<file path="config.mk">
export PLATFORM = sky130hd
export DESIGN_NAME = nnis_front
export DESIGN_NICKNAME = d
export VERILOG_FILES = /design/src/rtl/nnis_pkg.sv /design/src/rtl/nnis_front.sv
export SDC_FILE = /design/constraint.sdc
export NUM_CORES = 1
export LEC_CHECK = 0
export ABC_AREA = 1
export ABC_CLOCK_PERIOD_IN_PS = 3660
export BUFFER_PORTS_ARGS = -buffer_cell sky130_fd_sc_hd__buf_2
export CORE_ASPECT_RATIO = 0.8
export CORE_MARGIN = 2
export CORE_UTILIZATION = 35
export CTS_CLUSTER_DIAMETER = 60
export CTS_CLUSTER_SIZE = 16
export DETAILED_ROUTE_END_ITERATION = 6
export GPL_ROUTABILITY_DRIVEN = 0
export HOLD_SLACK_MARGIN = 0.03
export PLACE_DENSITY = 0.57
export SLEW_MARGIN = 20
export SYNTH_ARGS = -nofsm -noshare
export SYNTH_HDL_FRONTEND = slang
export SYNTH_SLANG_ARGS = --single-unit
</file>
<file path="constraint.sdc">
create_clock -name i_clk -period 3.66 [get_ports i_clk]
set_input_delay 0.732 -clock i_clk [delete_from_list [all_inputs] [get_ports i_clk]]
set_output_delay 0.732 -clock i_clk [all_outputs]
set_load 0.05 [all_outputs]
</file>
<file path="src/rtl/nnis_pkg.sv">
`timescale 1ns / 1ps

package nnis_pkg;

    localparam int ACC_W       = 25;
    localparam int DIM_W       = 13;
    localparam int CNT_W       = 12;
    localparam int CFG_IDX_W   = 4;
    localparam int CFG_DATA_W  = 25;
    localparam int QUEUE_DEPTH = 4;

    localparam logic [DIM_W-1:0] DIM_MAX = 13'd4096;

    localparam logic [CFG_IDX_W-1:0] CFG_DST_WIDTH  = 4'd0;
    localparam logic [CFG_IDX_W-1:0] CFG_DST_HEIGHT = 4'd1;
    localparam logic [CFG_IDX_W-1:0] CFG_STEP_X     = 4'd2;
    localparam logic [CFG_IDX_W-1:0] CFG_STEP_Y     = 4'd3;

    localparam logic [DIM_W-1:0] DST_WIDTH_RST  = 13'd1;
    localparam logic [DIM_W-1:0] DST_HEIGHT_RST = 13'd1;
    localparam logic [ACC_W-1:0] STEP_X_RST     = 25'd65537;
    localparam logic [ACC_W-1:0] STEP_Y_RST     = 25'd65537;

    typedef enum logic {
        FUNC_WRITE = 1'b0,
        FUNC_FETCH = 1'b1
    } t_func;

    typedef struct packed {
        logic eor;
        logic eof;
    } t_flags;

endpackage

</file>
<file path="src/rtl/nnis_front.sv">
`timescale 1ns / 1ps

module nnis_front import nnis_pkg::*; #(
    parameter int MAX_SRC_WIDTH  = 256,
    parameter int MAX_SRC_HEIGHT = 256,
    parameter int FRACTION_BITS  = 16,
    parameter int PIXEL_BITS     = 32
) (
    input  logic                  i_clk,
    input  logic                  i_rst_n,
    input  logic                  i_valid,
    output logic                  o_ready,
    input  logic                  i_func,
    input  logic [7:0]            i_src_col,
    input  logic [7:0]            i_src_row,
    input  logic [31:0]           i_pixel_in,
    input  logic                  i_cfg_valid,
    output logic                  o_cfg_ready,
    input  logic [CFG_IDX_W-1:0]  i_cfg_index,
    input  logic [CFG_DATA_W-1:0] i_cfg_data,
    input  logic                  i_q_full,
    output logic                  o_push,
    output logic                  o_cmd_wr,
    output logic [$clog2(MAX_SRC_WIDTH*MAX_SRC_HEIGHT)-1:0] o_cmd_addr,
    output logic [PIXEL_BITS-1:0] o_cmd_wdata,
    output t_flags                o_cmd_flags
);

    localparam int XW    = $clog2(MAX_SRC_WIDTH);
    localparam int YW    = $clog2(MAX_SRC_HEIGHT);
    localparam int AW    = $clog2(MAX_SRC_WIDTH * MAX_SRC_HEIGHT);
    localparam int CMP_W = 18;

    logic [DIM_W-1:0] r_dst_width, r_dst_height;
    logic [ACC_W-1:0] r_step_x, r_step_y;
    logic [ACC_W-1:0] r_col_acc, r_row_acc, n_col_acc, n_row_acc;
    logic [CNT_W-1:0] r_col_cnt, r_row_cnt, n_col_cnt, n_row_cnt;

    logic [CMP_W-1:0] w_fcol, w_frow, w_wcol, w_wrow;
    logic [CNT_W-1:0] w_w_last, w_h_last;
    logic             w_eor, w_eof, w_in_range, w_accept, w_fetch;
    logic [AW-1:0]    w_faddr, w_waddr;

    function automatic logic [CMP_W-1:0] sat_idx(input logic [ACC_W-1:0] acc,
                                                 input int limit);
        logic [CMP_W-1:0] i;
        logic [CMP_W-1:0] lim;
        i   = CMP_W'(acc >> FRACTION_BITS);
        lim = CMP_W'(limit);
        return (i >= lim) ? lim - 1'b1 : i;
    endfunction

    function automatic logic [CNT_W-1:0] last_pos(input logic [DIM_W-1:0] v);
        if (v == '0) begin
            return '0;
        end else if (v > DIM_MAX) begin
            return CNT_W'(DIM_MAX - 1'b1);
        end
        return CNT_W'(v - 1'b1);
    endfunction

    function automatic logic [ACC_W-1:0] sat_add(input logic [ACC_W-1:0] a,
                                                  input logic [ACC_W-1:0] b);
        logic [ACC_W:0] s;
        s = {1'b0, a} + {1'b0, b};
        return s[ACC_W] ? '1 : s[ACC_W-1:0];
    endfunction

    assign o_cfg_ready = 1'b1;
    assign o_ready     = !i_q_full;
    assign w_accept    = i_valid && o_ready;
    assign w_fetch     = w_accept && (i_func == FUNC_FETCH);

    // fetch address
    assign w_fcol  = sat_idx(r_col_acc, MAX_SRC_WIDTH);
    assign w_frow  = sat_idx(r_row_acc, MAX_SRC_HEIGHT);
    assign w_faddr = AW'(w_frow[YW-1:0]) * AW'(MAX_SRC_WIDTH) + AW'(w_fcol[XW-1:0]);

    // source write address
    assign w_wcol     = CMP_W'(i_src_col);
    assign w_wrow     = CMP_W'(i_src_row);
    assign w_in_range = (w_wcol < CMP_W'(MAX_SRC_WIDTH)) && (w_wrow < CMP_W'(MAX_SRC_HEIGHT));
    assign w_waddr    = AW'(w_wrow[YW-1:0]) * AW'(MAX_SRC_WIDTH) + AW'(w_wcol[XW-1:0]);

    assign w_w_last = last_pos(r_dst_width);
    assign w_h_last = last_pos(r_dst_height);
    assign w_eor    = (r_col_cnt >= w_w_last);
    assign w_eof    = w_eor && (r_row_cnt >= w_h_last);

    assign o_push      = w_accept && ((i_func == FUNC_FETCH) || w_in_range);
    assign o_cmd_wr    = (i_func == FUNC_WRITE);
    assign o_cmd_addr  = (i_func == FUNC_FETCH) ? w_faddr : w_waddr;
    assign o_cmd_wdata = i_pixel_in[PIXEL_BITS-1:0];
    assign o_cmd_flags = (i_func == FUNC_FETCH) ? t_flags'{eor: w_eor, eof: w_eof} : '0;

    always_comb begin
        n_col_acc = r_col_acc;
        n_row_acc = r_row_acc;
        n_col_cnt = r_col_cnt;
        n_row_cnt = r_row_cnt;
        if (w_fetch) begin
            if (w_eor) begin
                n_col_acc = '0;
                n_col_cnt = '0;
                if (w_eof) begin
                    n_row_acc = '0;
                    n_row_cnt = '0;
                end else begin
                    n_row_acc = sat_add(r_row_acc, r_step_y);
                    n_row_cnt = r_row_cnt + 1'b1;
                end
            end else begin
                n_col_acc = sat_add(r_col_acc, r_step_x);
                n_col_cnt = r_col_cnt + 1'b1;
            end
        end
    end

    always_ff @(posedge i_clk) begin
        if (!i_rst_n) begin
            r_col_acc <= '0;
            r_row_acc <= '0;
            r_col_cnt <= '0;
            r_row_cnt <= '0;
        end else begin
            r_col_acc <= n_col_acc;
            r_row_acc <= n_row_acc;
            r_col_cnt <= n_col_cnt;
            r_row_cnt <= n_row_cnt;
        end
    end

    always_ff @(posedge i_clk) begin
        if (!i_rst_n) begin
            r_dst_width  <= DST_WIDTH_RST;
            r_dst_height <= DST_HEIGHT_RST;
            r_step_x     <= STEP_X_RST;
            r_step_y     <= STEP_Y_RST;
        end else if (i_cfg_valid) begin
            case (i_cfg_index)
                CFG_DST_WIDTH:  r_dst_width  <= i_cfg_data[DIM_W-1:0];
                CFG_DST_HEIGHT: r_dst_height <= i_cfg_data[DIM_W-1:0];
                CFG_STEP_X:     r_step_x     <= i_cfg_data[ACC_W-1:0];
                CFG_STEP_Y:     r_step_y     <= i_cfg_data[ACC_W-1:0];
                default: ;
            endcase
        end
    end

endmodule

</file>
==> impl_results.md <==
* Status: finished clean
* Post-synthesis mux area share at 0%
* Via/cell ratio at 4.81
* Sw power at 1.14 mW
* Post-synthesis adder-cell area fraction at 9.27%
* Dpl cells at 2133
* Arr. time, crit path at 2.92 ns
* Min-delay src: r_row_acc[11]$_SDFFE_PN0P_
* DRT iter0 DRCs at 651
* Area leader, netlist: dfxtp_1
* Final setup vio count at 0
* R2R Setup Slk at 0.39 ns
* Clock share of power at 43.1%
* Design Power at 3.87 mW
* Prevailing post-synth register cell: dfxtp_1
* N_diodes at 0
* Fill cells at 3234
* Unrepaired setup endpoints after global routing: true
* # port buffers at 71
* Hold WC Path Type: reg -> reg
* RR Endpoint: r_col_cnt[11]$_SDFFE_PN0P_
* Worst Hold End: r_row_acc[11]$_SDFFE_PN0P_
* # DRC at 0
* WL per Instance at 13.7 um
* Share of layout cells above drive strength 1 at 14.3%
* First-pass GRT wire length at 48.9 mm
* Fin. Hold Viols at 0
* Worst Reg-to-Reg Cells at 23
* Core area at 30600 um^2
* Register area share after synthesis at 27.4%
* P&R area growth vs syn at 13.0%
* Fmax at 274 MHz
* Design Area, Final at 12400 um^2
* Gate power share at 13.6%
* Slew headroom at 51.8%
* Clk_skew at 0.0135 ns
* Critical path endpoint category: primary output
* GRT Total Usage at 18.4%
* Synth Area in Compound Gates at 12.7%
* Clock-pin slew of the registers on the worst-case setup and hold paths at 0.07 ns
* Sequential Area at 3010 um^2
* Switching Fraction at 29.4%
* Chip Height at 162 um
* P_leak at 6.14 nW
* Die Footprint at 32800 um^2
* Routed WL at 29.8 mm
* Hpwl dp at 22.7 mm
* # nets final at 1916
* CP startpoint kind: register
* Vias in the first global route at 9776
* Max Cap Violations at 0
* Die width at 202 um
* Bufs on Longest Clock Path at 2
* EDFF count, synth at 0
* Share of the synthesized area in the top cell type at 27.4%
* XOR/XNOR Fraction of Synth Area at 3.83%
* Largest family of logic cells by synthesized area: simple AND/OR/NAND/NOR gates
* Internal power at 2.73 mW
* Drt pass-1 iters at 5
* Worst-path fanout max at 6
* Initial Util at 35.8%
* Sequential group share of total power at 43.3%
* Post-synth top cells: 505 x nand2_1, 207 x nor2_1, 194 x inv_1
* #FFs+latches synth at 150
* H-Tree Depth at 4
* Initial antenna violation count at 0
* Syn Std Cell Area at 11000 um^2
* Syn Inst Count at 1713
* CTS sink cnt at 150
* Synth warnings at 0
* Count of cell types in the netlist at 48
* Worst Max-Slew Pin Slew at 0.720 ns
* IO Count at 137
* P per Cell Area at 312 nW/um^2
* WS Path Type: reg -> out
* Final min period at 3.66 ns
* Final Cycle Share at 99.9%
* Multi-input logic area at 6940 um^2
* Simple logic cell fraction of the synthesized area at 35.2%
* Row cnt at 57
* Hold-fix buffers, CTS at 0
* Hold Path Cell Cnt at 2
* Ys async rst share at 0%
* Slew Limit Fails at 0
* Largest net degree at the start of global routing at 77
* CTS Buf Count at 17
* Top post-synthesis cells by area: dfxtp_1 27%, nand2_1 17%, ha_1 8.9%
* R2r startpoint: r_dst_width[0]$_SDFFE_PN1P_
* Grt total ovfl at 0
* Post-Synthesis Net Count at 1876
* Worst VDD drop at 298 uV
* TritonCTS clock tree: done
* Most common cell in the netlist: nand2_1
* Clock latency on the worst-skew pair at 0.44 ns
* Post-route ant nets at 0
* Via count at 10.5k
* Post-route insts no fill at 2179
* Avg Inst Size Synth at 6.40 um^2
* Placed inst area at 11400 um^2
* CTS root buffer: clkbuf_16
* Worst Path Required at 2.93 ns
==> worst max-delay path by stage <==
stage / startpoint / endpoint / cells after the start
2_1_floorplan: r_dst_width[0]$_SDFFE_PN1P_ / o_cmd_flags[0] / 19
3_3_place_gp: r_dst_width[0]$_SDFFE_PN1P_ / o_cmd_flags[0] / 22
3_5_place_dp: r_dst_width[0]$_SDFFE_PN1P_ / o_cmd_flags[0] / 22
4_1_cts: r_dst_width[1]$_SDFFE_PN0P_ / o_cmd_flags[0] / 22
5_1_grt: r_dst_height[9]$_SDFFE_PN0P_ / o_cmd_flags[0] / 14
6_report: r_dst_height[9]$_SDFFE_PN0P_ / o_cmd_flags[0] / 14
==> metrics by stage <==
step / utilization [%] / setup TNS (ns) / worst slack, ns / hold WS [ns]
after detailed placement: 37.3 / 0 / 0.145 / 0.448
after CTS: 40.0 / -0.0336 / -0.0187 / 0.460
after floorplan: - / 0 / 0.0573 / 0.430
after global placement: 37.3 / 0 / 0.232 / 0.442
after global routing: 40.5 / -0.361 / -0.245 / 0.474
final: 40.5 / 0 / 0.00481 / 0.459
==> layout by cell type, fill, tap and decap left out, drive strengths merged <==
cell / synthesis / final
nor3: 23 / 23
nor2: 221 / 221
clkbuf: 27 / 20
conb: 1 / 1
fa: 2 / 2
nor3b: 2 / 2
ha: 78 / 78
o21ai: 141 / 141
a21oi: 109 / 109
nand2: 517 / 517
o21bai: 1 / 1
a211oi: 2 / 2
a21o: 3 / 3
dfxtp: 150 / 150
o211ai: 1 / 1
nor4: 1 / 1
xnor2: 17 / 17
xor2: 31 / 31
a31oi: 1 / 1
or2: 2 / 2
buf: 48 / 95
clkinvlp: 0 / 3
clkinv: 2 / 5
and2: 6 / 6
o21a: 4 / 4
inv: 204 / 211
nand4: 25 / 25
nand3: 84 / 84
nand3b: 10 / 10
==> what timing repair did <==
item,CTS,global route
resized for setup,66,35
endpoints found under the setup margin,2,2
buffers inserted,9,2
pin swaps,19,22
gates cloned,2,1
==> layout make-up <==
cell class	count	area share, %
well taps	413	4.17
flip-flops and latches	150	24.3
inverters	206	6.32
clock inverters	13	0.878
repair buffers	96	4.82
clock buffers	19	3.57
multi-input cells	1282	56.0
==> power groups by stage <==
| stage | combinational [mW] | clock [mW] | sequential (mW) |
|---|---|---|---|
| global placement | 0.474 | 0 | 1.71 |
| floorplan | 0.433 | 0 | 1.70 |
| detailed placement | 0.478 | 0 | 1.71 |
| CTS | 0.512 | 1.70 | 1.68 |
| finish | 0.528 | 1.67 | 1.68 |
| global route | 0.581 | 1.77 | 1.68 |
==> worst max-delay path, stage by stage, from the launching register on <==
cell and delay (ns):
dfxtp_1 0.39, nor4_1 0.53, nand3_4 0.17, inv_4 0.10, nor2_4 0.04, buf_6 0.12, o21ai_2 0.13, ha_1 0.26
a21oi_1 0.15, o21ai_0 0.12, nand2_1 0.08, nand4_1 0.11, inv_2 0.09, nor2_2 0.04, buf_6 0.14
==> flip-flops by register name (all words and copies together), names as in the netlist <==
register	cells
r_col_acc	25
r_step_y	25
r_step_x	25
r_row_cnt	12
r_dst_height	13
r_row_acc	25
r_dst_width	13
r_col_cnt	12
==> cells by family after synthesis <==
kind of cell | after synthesis
fa+ha+maj | 80
compound gates | 262
other cells | 1
flops | 150
simple gates | 891
buf+inv | 281
xor+xnor | 48
==> per-layer routing <==
layer  global-route usage (%)  share of wire (%)  vias to the layer above
met1                     26.0                 52                     4732
li1                         -                  -                     5508
met2                     28.9                 42                      214
met5                        0                  0                        -
met3                     3.21                4.1                       30
met4                     4.75                1.3                        0
(Power assumes the default switching activity.)
