## config.mk

```make
export PLATFORM = sky130hd
export DESIGN_NAME = nnis_queue
export DESIGN_NICKNAME = d
export VERILOG_FILES = /design/src/rtl/nnis_queue.sv
export SDC_FILE = /design/constraint.sdc
export NUM_CORES = 1
export LEC_CHECK = 0
export BUFFER_PORTS_ARGS = -buffer_cell sky130_fd_sc_hd__buf_2
export CORE_MARGIN = 5
export CORE_UTILIZATION = 60
export DETAILED_ROUTE_END_ITERATION = 12
export HOLD_SLACK_MARGIN = 0.03
export PLACE_DENSITY = 0.95
export SLEW_MARGIN = 20
export SYNTH_ARGS = -nofsm -noshare
export SYNTH_HDL_FRONTEND = slang
export SYNTH_SLANG_ARGS = --single-unit
```

## constraint.sdc

```tcl
create_clock -name i_clk -period 3.35 [get_ports i_clk]
set_input_delay 0.5025 -clock i_clk [delete_from_list [all_inputs] [get_ports i_clk]]
set_output_delay 0.5025 -clock i_clk [all_outputs]
set_load 0.02 [all_outputs]
```

## src/rtl/nnis_queue.sv

```systemverilog
`timescale 1ns / 1ps

module nnis_queue #(
    parameter int WIDTH = 8,
    parameter int DEPTH = 4
) (
    input  logic             i_clk,
    input  logic             i_rst_n,
    input  logic             i_push,
    input  logic [WIDTH-1:0] i_data,
    output logic             o_full,
    input  logic             i_pop,
    output logic             o_valid,
    output logic [WIDTH-1:0] o_data
);

    localparam int PW = (DEPTH > 1) ? $clog2(DEPTH) : 1;
    localparam int CW = $clog2(DEPTH + 1);

    logic [WIDTH-1:0] r_mem [DEPTH];
    logic [PW-1:0]    r_wp, r_rp;
    logic [CW-1:0]    r_cnt;
    logic             w_push, w_pop;

    assign o_full  = (r_cnt == CW'(DEPTH));
    assign o_valid = (r_cnt != '0);
    assign o_data  = r_mem[r_rp];
    assign w_push  = i_push && !o_full;
    assign w_pop   = i_pop && o_valid;

    always_ff @(posedge i_clk) begin
        if (!i_rst_n) begin
            r_wp  <= '0;
            r_rp  <= '0;
            r_cnt <= '0;
        end else begin
            if (w_push) begin
                r_wp <= (r_wp == PW'(DEPTH - 1)) ? '0 : r_wp + 1'b1;
            end
            if (w_pop) begin
                r_rp <= (r_rp == PW'(DEPTH - 1)) ? '0 : r_rp + 1'b1;
            end
            case ({w_push, w_pop})
                2'b10:   r_cnt <= r_cnt + 1'b1;
                2'b01:   r_cnt <= r_cnt - 1'b1;
                default: r_cnt <= r_cnt;
            endcase
        end
    end

    always_ff @(posedge i_clk) begin
        if (w_push) begin
            r_mem[r_wp] <= i_data;
        end
    end

endmodule

```

==> results of run 1 <==
layout by cell type, fill, tap and decap left out, drive strengths merged:
master,count
a21boi,1
and2,6
buf,21
clkbuf,7
clkinv,1
dfxtp,9
edfxtp,32
fa,1
ha,6
inv,7
mux2i,2
mux4,8
nand2,7
nand3,2
nor2,2
nor2b,1
nor3b,1
o21ai,4
o31ai,1
or3,2
xnor2,1
xor2,1
kinds of logic after synthesis:
| logic type | count (synthesis) |
|---|---|
| compound gates | 6 |
| xor+xnor | 2 |
| fa+ha+maj | 7 |
| buf+inv | 11 |
| flops | 41 |
| mux | 10 |
| simple gates | 21 |
stage by stage:
stage / util (%) / hold slack (ps) / instances / power, W / setup WS [ps]
finish: 67.82 / 375.5 / 154 / 0.001263 / 1098
global route: 67.82 / 354.7 / 154 / 0.001342 / 960.7
CTS: 67.82 / 367.2 / 154 / 0.001277 / 1049
detailed placement: 65.95 / 506.5 / 146 / 0.001058 / 1128
global placement: 65.95 / 481.8 / 146 / 0.001032 / 1253
floorplan: - / 467.7 / 98 / 0.0009516 / 1121
cell usage after synthesis, drive strengths merged:
cell type / number
mux4: 8
buf: 2
edfxtp: 32
ha: 6
a21boi: 1
fa: 1
and2: 6
clkbuf: 2
o21ai: 4
nor2b: 1
xnor2: 1
nor2: 2
or3: 2
o31ai: 1
inv: 7
nand3: 2
nor3b: 1
mux2i: 2
xor2: 1
nand2: 7
dfxtp: 9
worst register-to-register path: stages (launching register included):
cell	delay, ps
dfxtp_1	390
nor3b_2	200
nor2b_1	140
inv_1	80
ha_1	180
inv_1	60
fa_1	380
xor2_1	160
or3_1	300
a21boi_0	170
worst paths after layout:
check | start | end | slack, ps | cells after the start
setup / recovery | flop | o_data[0] | 1100 | 2
hold / removal | i_data[6] | r_mem[0][6] | 380 | 1
setup reg to reg | r_cnt[2] | r_cnt[2] | 1220 | 9
hold reg to reg | r_wp[1] | r_wp[1] | 520 | 2
routing by layer:
layer | vias to the layer above | GRT usage (%) | routed length, um
li1 | 408 | - | -
met1 | 426 | 17.30 | 1071
met2 | 28 | 25.91 | 1452
met3 | 4 | 4.505 | 119
met4 | 0 | 6.366 | 30
met5 | - | 0 | 0
state kept, by name, indices dropped and copies added (netlist names), named ones only:
| signal | cells |
|---|---|
| r_cnt | 3 |
| r_mem | 32 |
| r_rp | 2 |
| r_wp | 2 |
final cells by class:
type	count	area (sq um)
Sequential cell	41	1141
Fill cell	175	864.6
Multi-Input combinational cell	46	460.4
Timing Repair Buffer	21	105.1
Clock buffer	7	45.04
Tap cell	31	38.79
Inverter	7	26.28
Clock inverter	1	5.005
report_power, final:
group	total [W]	internal, W	switching (W)
registers	0.000686	0.000621	0.0000641
logic	0.000353	0.000164	0.000188
clock network	0.000224	0.0000819	0.000143
total	0.00126	0.000867	0.000395
==> flow_summary.yaml, run 1 <==
status:
  outcome: "finished, final reports clean"
placed_design:
  portBuffers: 21
  dpl-instance-area_sq_mm: 0.001772
  gp_congestion: 0.6629
setup_path:
  crit_family: "flip-flops"
  worstSetupStartpointType: "flop"
  crit_arrival_ps: 1750
  crit_path_max_incr_delay_ps: 660
  end_kind: "output pin"
  critical_path_class: "flop to output pin"
  cp.required_ps: 2850
  cp_max_fo: 8
  worstPathBufferInverterCount: 1
  critPathSlowestCell: "dfxtp_1"
  cp_cell_sequence: "mux4_2 -> buf_2"
final_layout:
  final_cell_area_sq_mm: 0.001822
  nNetsFinal: 141
  diodes: 0
  drive_above_1_share_pct: 29.27
  syn_to_final_growth_pct: 10.72
yosys:
  synth_top_area_cell: "edfxtp_1"
  synthAdderAreaFrac_pct: 5.779
  synth_xor_area_share_pct: 1.065
  ys_warn_count: 0
  synth_area_leaders: "edfxtp_1 58%, dfxtp_1 11%, mux4_2 11%"
  seq_area_frac_synth_pct: 69.35
  synth.avg_cell_area_sq_um: 16.79
  syn_nets: 117
  syn_inst: 98
  ys_ff_latch: 41
  synth_compound_area_share_pct: 2.129
  yosys.area_share.simple_pct: 6.844
  synth_area_sq_mm: 0.001645
  synth_mux_area_share_pct: 12.17
  ys_types: 21
  synth_top_area_share_pct: 58.40
  synth_top_family_by_area: "multiplexers"
grt:
  grt_max_degree: 13
  grt-ovfl-total: 0
  grt_pass1_wl_mm: 4.340
  antenna_found_initial: 0
  grt_pass1_vias: 903
  grtUsageTotal_pct: 15.05
route:
  routed_wl_mm: 2.674
  drc: 0
  drt_first_pass_iters: 4
  routed_via_density: 5.623
  drtIter0Drc: 29
  num_vias: 866
  post_drt_wl_per_cell_um: 17.36
  antenna_left: 0
sta:
  setup_tns_ps: 0
  skew_ps: 12.28
  layout_min_cycle_time_ps: 2252
  max_freq_ghz: 0.4440
  maxSlewViolCount: 0
  tightest_slew_ps: 562.8
  period_share_pct: 67.23
  finalSetupViolations: 0
  hold_viol_final: 0
  slew_headroom_pct: 62.16
  rsz0062_at_grt: "false"
clocking:
  root_buffer: "clkbuf_4"
  h-tree-depth: 2
  cts_tree: "built"
  cts_setup_buffers: 0
  clk_path_buf_depth: 2
  clk_latency_ps: 340
  numCtsBuffers: 5
  cts_hold_buffers: 0
  cts.sinks: 41
  cts_repair_resize_count: 0
  clk_pin_slew_ps: 110
job:
  maxCapViolCount: 0
floorplan:
  core_area_sq_mm: 0.002686
  io_pins: 22
  fp.dieH_um: 62.37
  core.rowCount: 19
  start_util_pct: 61.25
  die_w_um: 62.37
  die_area_sq_mm: 0.003889
power:
  p_per_area_mw_per_mm2: 693.0
  ir_drop_mv: 0.4928
  p_leak_nw: 0.6723
hold_path:
  hold_path.class: "primary input to flop"
No activity file was read; power rests on OpenSTA's default activity.
==> run 2: changes to the inputs <==
--- a/config.mk
+++ b/config.mk
@@ -7,10 +7,10 @@
 export LEC_CHECK = 0
 export BUFFER_PORTS_ARGS = -buffer_cell sky130_fd_sc_hd__buf_2
 export CORE_MARGIN = 5
-export CORE_UTILIZATION = 60
+export CORE_UTILIZATION = 50
 export DETAILED_ROUTE_END_ITERATION = 12
 export HOLD_SLACK_MARGIN = 0.03
-export PLACE_DENSITY = 0.95
+export PLACE_DENSITY = 0.85
 export SLEW_MARGIN = 20
 export SYNTH_ARGS = -nofsm -noshare
 export SYNTH_HDL_FRONTEND = slang
==> constraint.sdc (replaced) <==
create_clock -name i_clk -period 1.9 [get_ports i_clk]
set_input_delay 0.285 -clock i_clk [delete_from_list [all_inputs] [get_ports i_clk]]
set_output_delay 0.285 -clock i_clk [all_outputs]
set_load 0.02 [all_outputs]
==> flow_summary.yaml, run 2 (same netlist as run 1, synthesis figures left out) <==
status:
  outcome: "finished with violations"
  violations: "setup timing"
setup_path:
  reg2reg_to: "r_cnt[2]"
  end_kind: "flop"
  crit_arrival_ps: 2210
  cp_max_fo: 5
  critPathSlowestCell: "dfxtp_4"
  critical_path_class: "flop to flop"
  crit_path_max_incr_delay_ps: 390
  cp_cell_sequence: "nor3b_4 -> nor2b_2 -> inv_2 -> ha_4 -> inv_2 -> fa_2 -> xor2_1 -> or3_1 -> a21boi_1"
  reg2reg_depth: 9
  worstSetupStartpointType: "flop"
  cp_common_cell: "inv_2"
  r2r-start: "r_cnt[1]"
  rrSetupSlack_ps: -30
  cp.required_ps: 2180
placed_design:
  portBuffers: 21
  dp_slack_ps: 26.78
  gp_congestion: 0.7627
  place_hpwl_mm: 1.937
  dpl-instance-area_sq_mm: 0.001837
floorplan:
  die_w_um: 67.37
  core_area_sq_mm: 0.003103
  io_pins: 22
  die_area_sq_mm: 0.004538
  core.rowCount: 20
  start_util_pct: 53.02
  fp.dieH_um: 67.37
power:
  total_power_w: 0.002525
  p_sw_w: 0.0007621
  ir_drop_mv: 1.013
  switching_share_pct: 30.18
  p_leak_nw: 0.7167
  seqPwrFrac_pct: 46.7
  pwr-share-comb_pct: 31.9
  intPower_w: 0.001763
  p_clk_share_pct: 21.4
  p_per_area_mw_per_mm2: 1296
sta:
  holdWs_ps: 149.8
  hold_viol_final: 0
  layout_min_cycle_time_ps: 1925
  finalWorstSetupSlack_ps: -25.39
  period_share_pct: 101.3
  tightest_slew_ps: 451.7
  maxSlewViolCount: 0
  finalSetupViolations: 1
  skew_ps: 17.72
  max_freq_ghz: 0.5194
  slew_headroom_pct: 69.89
  rsz0062_at_grt: "true"
final_layout:
  drive_above_1_share_pct: 39.53
  reg_top3: "r_mem x32, r_cnt x3"
  diodes: 0
  final_cell_area_sq_mm: 0.001948
  nNetsFinal: 147
  final_common_cell: "edfxtp_1"
  largest_reg_flops: 32
  syn_to_final_growth_pct: 18.40
  regMostFlops: "r_mem"
  fin_util_pct: 62.78
  final_cell_mix: "32 x edfxtp_1, 20 x buf_2, 8 x mux4_2"
hold_path:
  hold_path.class: "primary input to flop"
  min_path_cells: 1
  holdPathEnd: "r_mem[3][5]"
  hold_path.startpoint: "i_data[5]"
route:
  routed_via_density: 5.058
  post_drt_wl_per_cell_um: 16.14
  antenna_left: 0
  drc: 0
  drtIter0Drc: 42
  routed_wl_mm: 2.792
  num_vias: 875
  drt_first_pass_iters: 4
grt:
  grt_pass1_wl_mm: 4.367
  antenna_found_initial: 0
  grtUsageTotal_pct: 13.72
  grt_max_degree: 13
  grt_pass1_vias: 875
  grt-ovfl-total: 0
clocking:
  numCtsBuffers: 5
  clk_path_buf_depth: 2
  cts.sinks: 41
  h-tree-depth: 2
  clk_latency_ps: 340
  clk_pin_slew_ps: 130
  root_buffer: "clkbuf_4"
  cts_tree: "built"
job:
  maxCapViolCount: 0
run 2: cell count changes in the layout (fill, tap and decap cells not counted), sizes merged:
| cell | change |
|---|---|
| clkbuf | -1 |
| buf | +6 |
| bufinv | +1 |
run 2: layout make-up:
class,instances,area (sq um)
clock buffer,6,41.29
clock inverter,2,33.78
fill,250,1155
inverter,7,26.28
multi-input combinational,46,484.2
sequential,41,1151
tap,44,55.05
timing repair buffer,27,156.4
run 2: worst max-delay path, delay by kind of cell (launching register included):
kind	cells	cell delay (ps)
xor gates and xnor gates	1	160
buffers and inverters	2	110
DFF	1	390
and+or+nand+nor	3	590
adders and majority gates	2	470
AOI/OAI and AO/OA	1	140
run 2: what timing repair did:
item                                   in CTS  in global routing
setup endpoints to repair                   1                  8
buffers inserted                            2                  1
pin swaps                                   0                  4
hold buffers                                0                  0
endpoints found under the hold margin       0                  0
gates resized for setup                     1                  5
run 2: worst max-delay path by stage:
stage	from	end	slack [ps]	cells past startpoint
final	r_cnt[1]	r_cnt[2]	-30	9
after global routing	r_cnt[1]	r_cnt[2]	-80	9
after CTS	r_cnt[0]	r_cnt[2]	5	9
after detailed placement	r_cnt[0]	r_cnt[2]	30	9
after global placement	r_cnt[0]	r_cnt[2]	100	9
after floorplan	r_cnt[0]	r_cnt[2]	-170	10
run 2: stage by stage:
step                      std cells  setup TNS (ps)
after floorplan                  98          -179.8
after global placement          162               0
after detailed placement        162               0
after CTS                       172               0
after global routing            173          -85.34
final                           173          -25.39
run 2: power groups by stage:
stage	Sequential [W]	Clock, W	Combinational (W)
final	0.00118	0.000541	0.000805
after global routing	0.00119	0.000599	0.000875
after CTS	0.00118	0.000554	0.000790
after detailed placement	0.00120	0	0.000755
after global placement	0.00119	0	0.000721
after floorplan	0.00117	0	0.000555
run 2: layer usage:
metal | GRT usage (%) | up-vias | wire [um]
met5 | 0 | - | 0
met4 | 5.316 | 0 | 46
met3 | 5.324 | 7 | 186
met2 | 22.94 | 23 | 1390
met1 | 15.88 | 425 | 1169
li1 | - | 420 | -
==> run 3: changes to the inputs <==
--- a/config.mk
+++ b/config.mk
@@ -10,7 +10,7 @@
 export CORE_UTILIZATION = 50
 export DETAILED_ROUTE_END_ITERATION = 12
 export HOLD_SLACK_MARGIN = 0.03
-export PLACE_DENSITY = 0.85
+export PLACE_DENSITY = 0.73
 export SLEW_MARGIN = 20
 export SYNTH_ARGS = -nofsm -noshare
 export SYNTH_HDL_FRONTEND = slang
==> flow_summary.yaml, run 3 (same netlist as run 1, synthesis figures left out) <==
placed_design:
  gp_congestion: 0.8033
  place_inst: 162
  place_hpwl_mm: 1.799
  portBuffers: 21
grt:
  grt_pass1_vias: 876
  antenna_found_initial: 0
  grt_max_degree: 14
  grt_pass1_wl_mm: 3.988
  grt-ovfl-total: 0
  grtUsageTotal_pct: 12.61
final_layout:
  reg_top3: "r_mem x32, r_cnt x3"
  nNetsFinal: 145
  largest_reg_flops: 32
  finalNonFillerCells: 171
  n_fill_cell: 248
  final_common_cell: "edfxtp_1"
  diodes: 0
  syn_to_final_growth_pct: 16.35
  final_cell_mix: "32 x edfxtp_1, 21 x buf_2, 8 x mux4_2"
  regMostFlops: "r_mem"
  drive_above_1_share_pct: 40.16
sta:
  maxSlewViolCount: 0
  slew_headroom_pct: 72.04
  skew_ps: 11.18
  tightest_slew_ps: 419.4
  rsz0062_at_grt: "true"
  finalSetupViolations: 0
  layout_min_cycle_time_ps: 1900
  max_freq_ghz: 0.5264
  hold_viol_final: 0
  holdWs_ps: 154.7
  period_share_pct: 99.98
hold_path:
  hold_path.class: "primary input to flop"
  hold_path.startpoint: "i_data[5]"
power:
  ir_drop_mv: 0.6611
  p_leak_nw: 0.6950
  p_per_area_mw_per_mm2: 1225
setup_path:
  crit_arrival_ps: 2160
  worstSetupStartpointType: "flop"
  startpoint: "r_cnt[2]"
  end_kind: "flop"
  r2r-start: "r_cnt[2]"
  cp.required_ps: 2160
  critical_path_class: "flop to flop"
  cp_max_fo: 5
floorplan:
  fp.dieH_um: 67.37
  io_pins: 22
  die_w_um: 67.37
  die_area_sq_mm: 0.004538
  core.rowCount: 20
  core_area_sq_mm: 0.003103
  start_util_pct: 53.02
route:
  routed_wl_mm: 2.530
  routed_via_density: 4.965
  post_drt_wl_per_cell_um: 14.80
  drtIter0Drc: 34
  drc: 0
  antenna_left: 0
  drt_first_pass_iters: 4
  num_vias: 849
clocking:
  cts.sinks: 41
  h-tree-depth: 2
  numCtsBuffers: 5
  clk_pin_slew_ps: 120
  root_buffer: "clkbuf_4"
  clk_latency_ps: 330
  cts_tree: "built"
  clk_path_buf_depth: 2
job:
  maxCapViolCount: 0
status:
  outcome: "finished, final reports clean"
==> run 3: cell types whose count changed in the layout (fill, tap and decap cells not counted), sizes merged <==
cell      previous run  this run
bufinv               1         0
clkbuf               6         5
clkinvlp             0         1
clkinv               1         2
buf                 27        25
==> run 3: what timing repair did <==
item	4_1_cts	5_1_grt
hold buffers	0	0
resized for setup	1	4
pin swaps	0	1
setup endpoints to repair	1	8
buffers inserted	0	1
endpoints found under the hold margin	0	0
==> run 3: metal layers <==
metal  vias up  track usage, %  routed length, um
li1        414               -                  -
met5         -               0                  0
met4         0           6.835                 44
met2        16           20.98               1342
met3         6           4.825                133
met1       413           13.86               1009
==> run 3: through the flow <==
| step | utilization, % | TNS [ps] | cell area, sq um | worst slack [ps] | total power (W) |
|---|---|---|---|---|---|
| floorplan | - | -179.8 | 1674 | -165.1 | 0.001725 |
| global placement | 59.19 | 0 | 1837 | 95.15 | 0.001917 |
| detailed placement | 59.19 | 0 | 1837 | 27.94 | 0.001944 |
| CTS | 61.13 | 0 | 1897 | 5.410 | 0.002346 |
| global route | 61.69 | -160.0 | 1914 | -99.09 | 0.002497 |
| finish | 61.69 | 0 | 1914 | 0.3162 | 0.002345 |
==> run 3: critical path: stages, from the launching register on <==
cell,delay (ps)
dfxtp_4,390
nor3b_4,200
nor2b_2,70
inv_2,60
ha_4,130
inv_2,40
fa_2,350
xor2_1,150
or3_1,300
a21boi_1,130
==> run 3: path summary, 6_finish.rpt <==
check,slack (ps),cells past startpoint,to
worst max-delay path,0.3,9,r_cnt[2]
worst max register to register,0.3,9,r_cnt[2]
worst min-delay path,150,1,r_mem[2][5]
worst min register to register,500,2,r_wp[1]
==> run 3: final cells by class <==
class	count	area [sq um]	share of cell area, %
Sequential cell	41	1150	60.07
Tap cell	44	55.05	2.876
Clock inverter	3	17.52	0.9150
Timing Repair Buffer	25	138.9	7.255
Multi-Input combinational cell	46	489.2	25.56
Inverter	7	26.28	1.373
Clock buffer	5	37.54	1.961
==> run 3: power by group <==
group | switching, W | total (W) | leakage [nW] | internal (W)
registers | 0.0000829 | 0.00119 | 0.369 | 0.00111
logic | 0.000393 | 0.000756 | 0.295 | 0.000363
clock network | 0.000261 | 0.000401 | 0.0310 | 0.000140
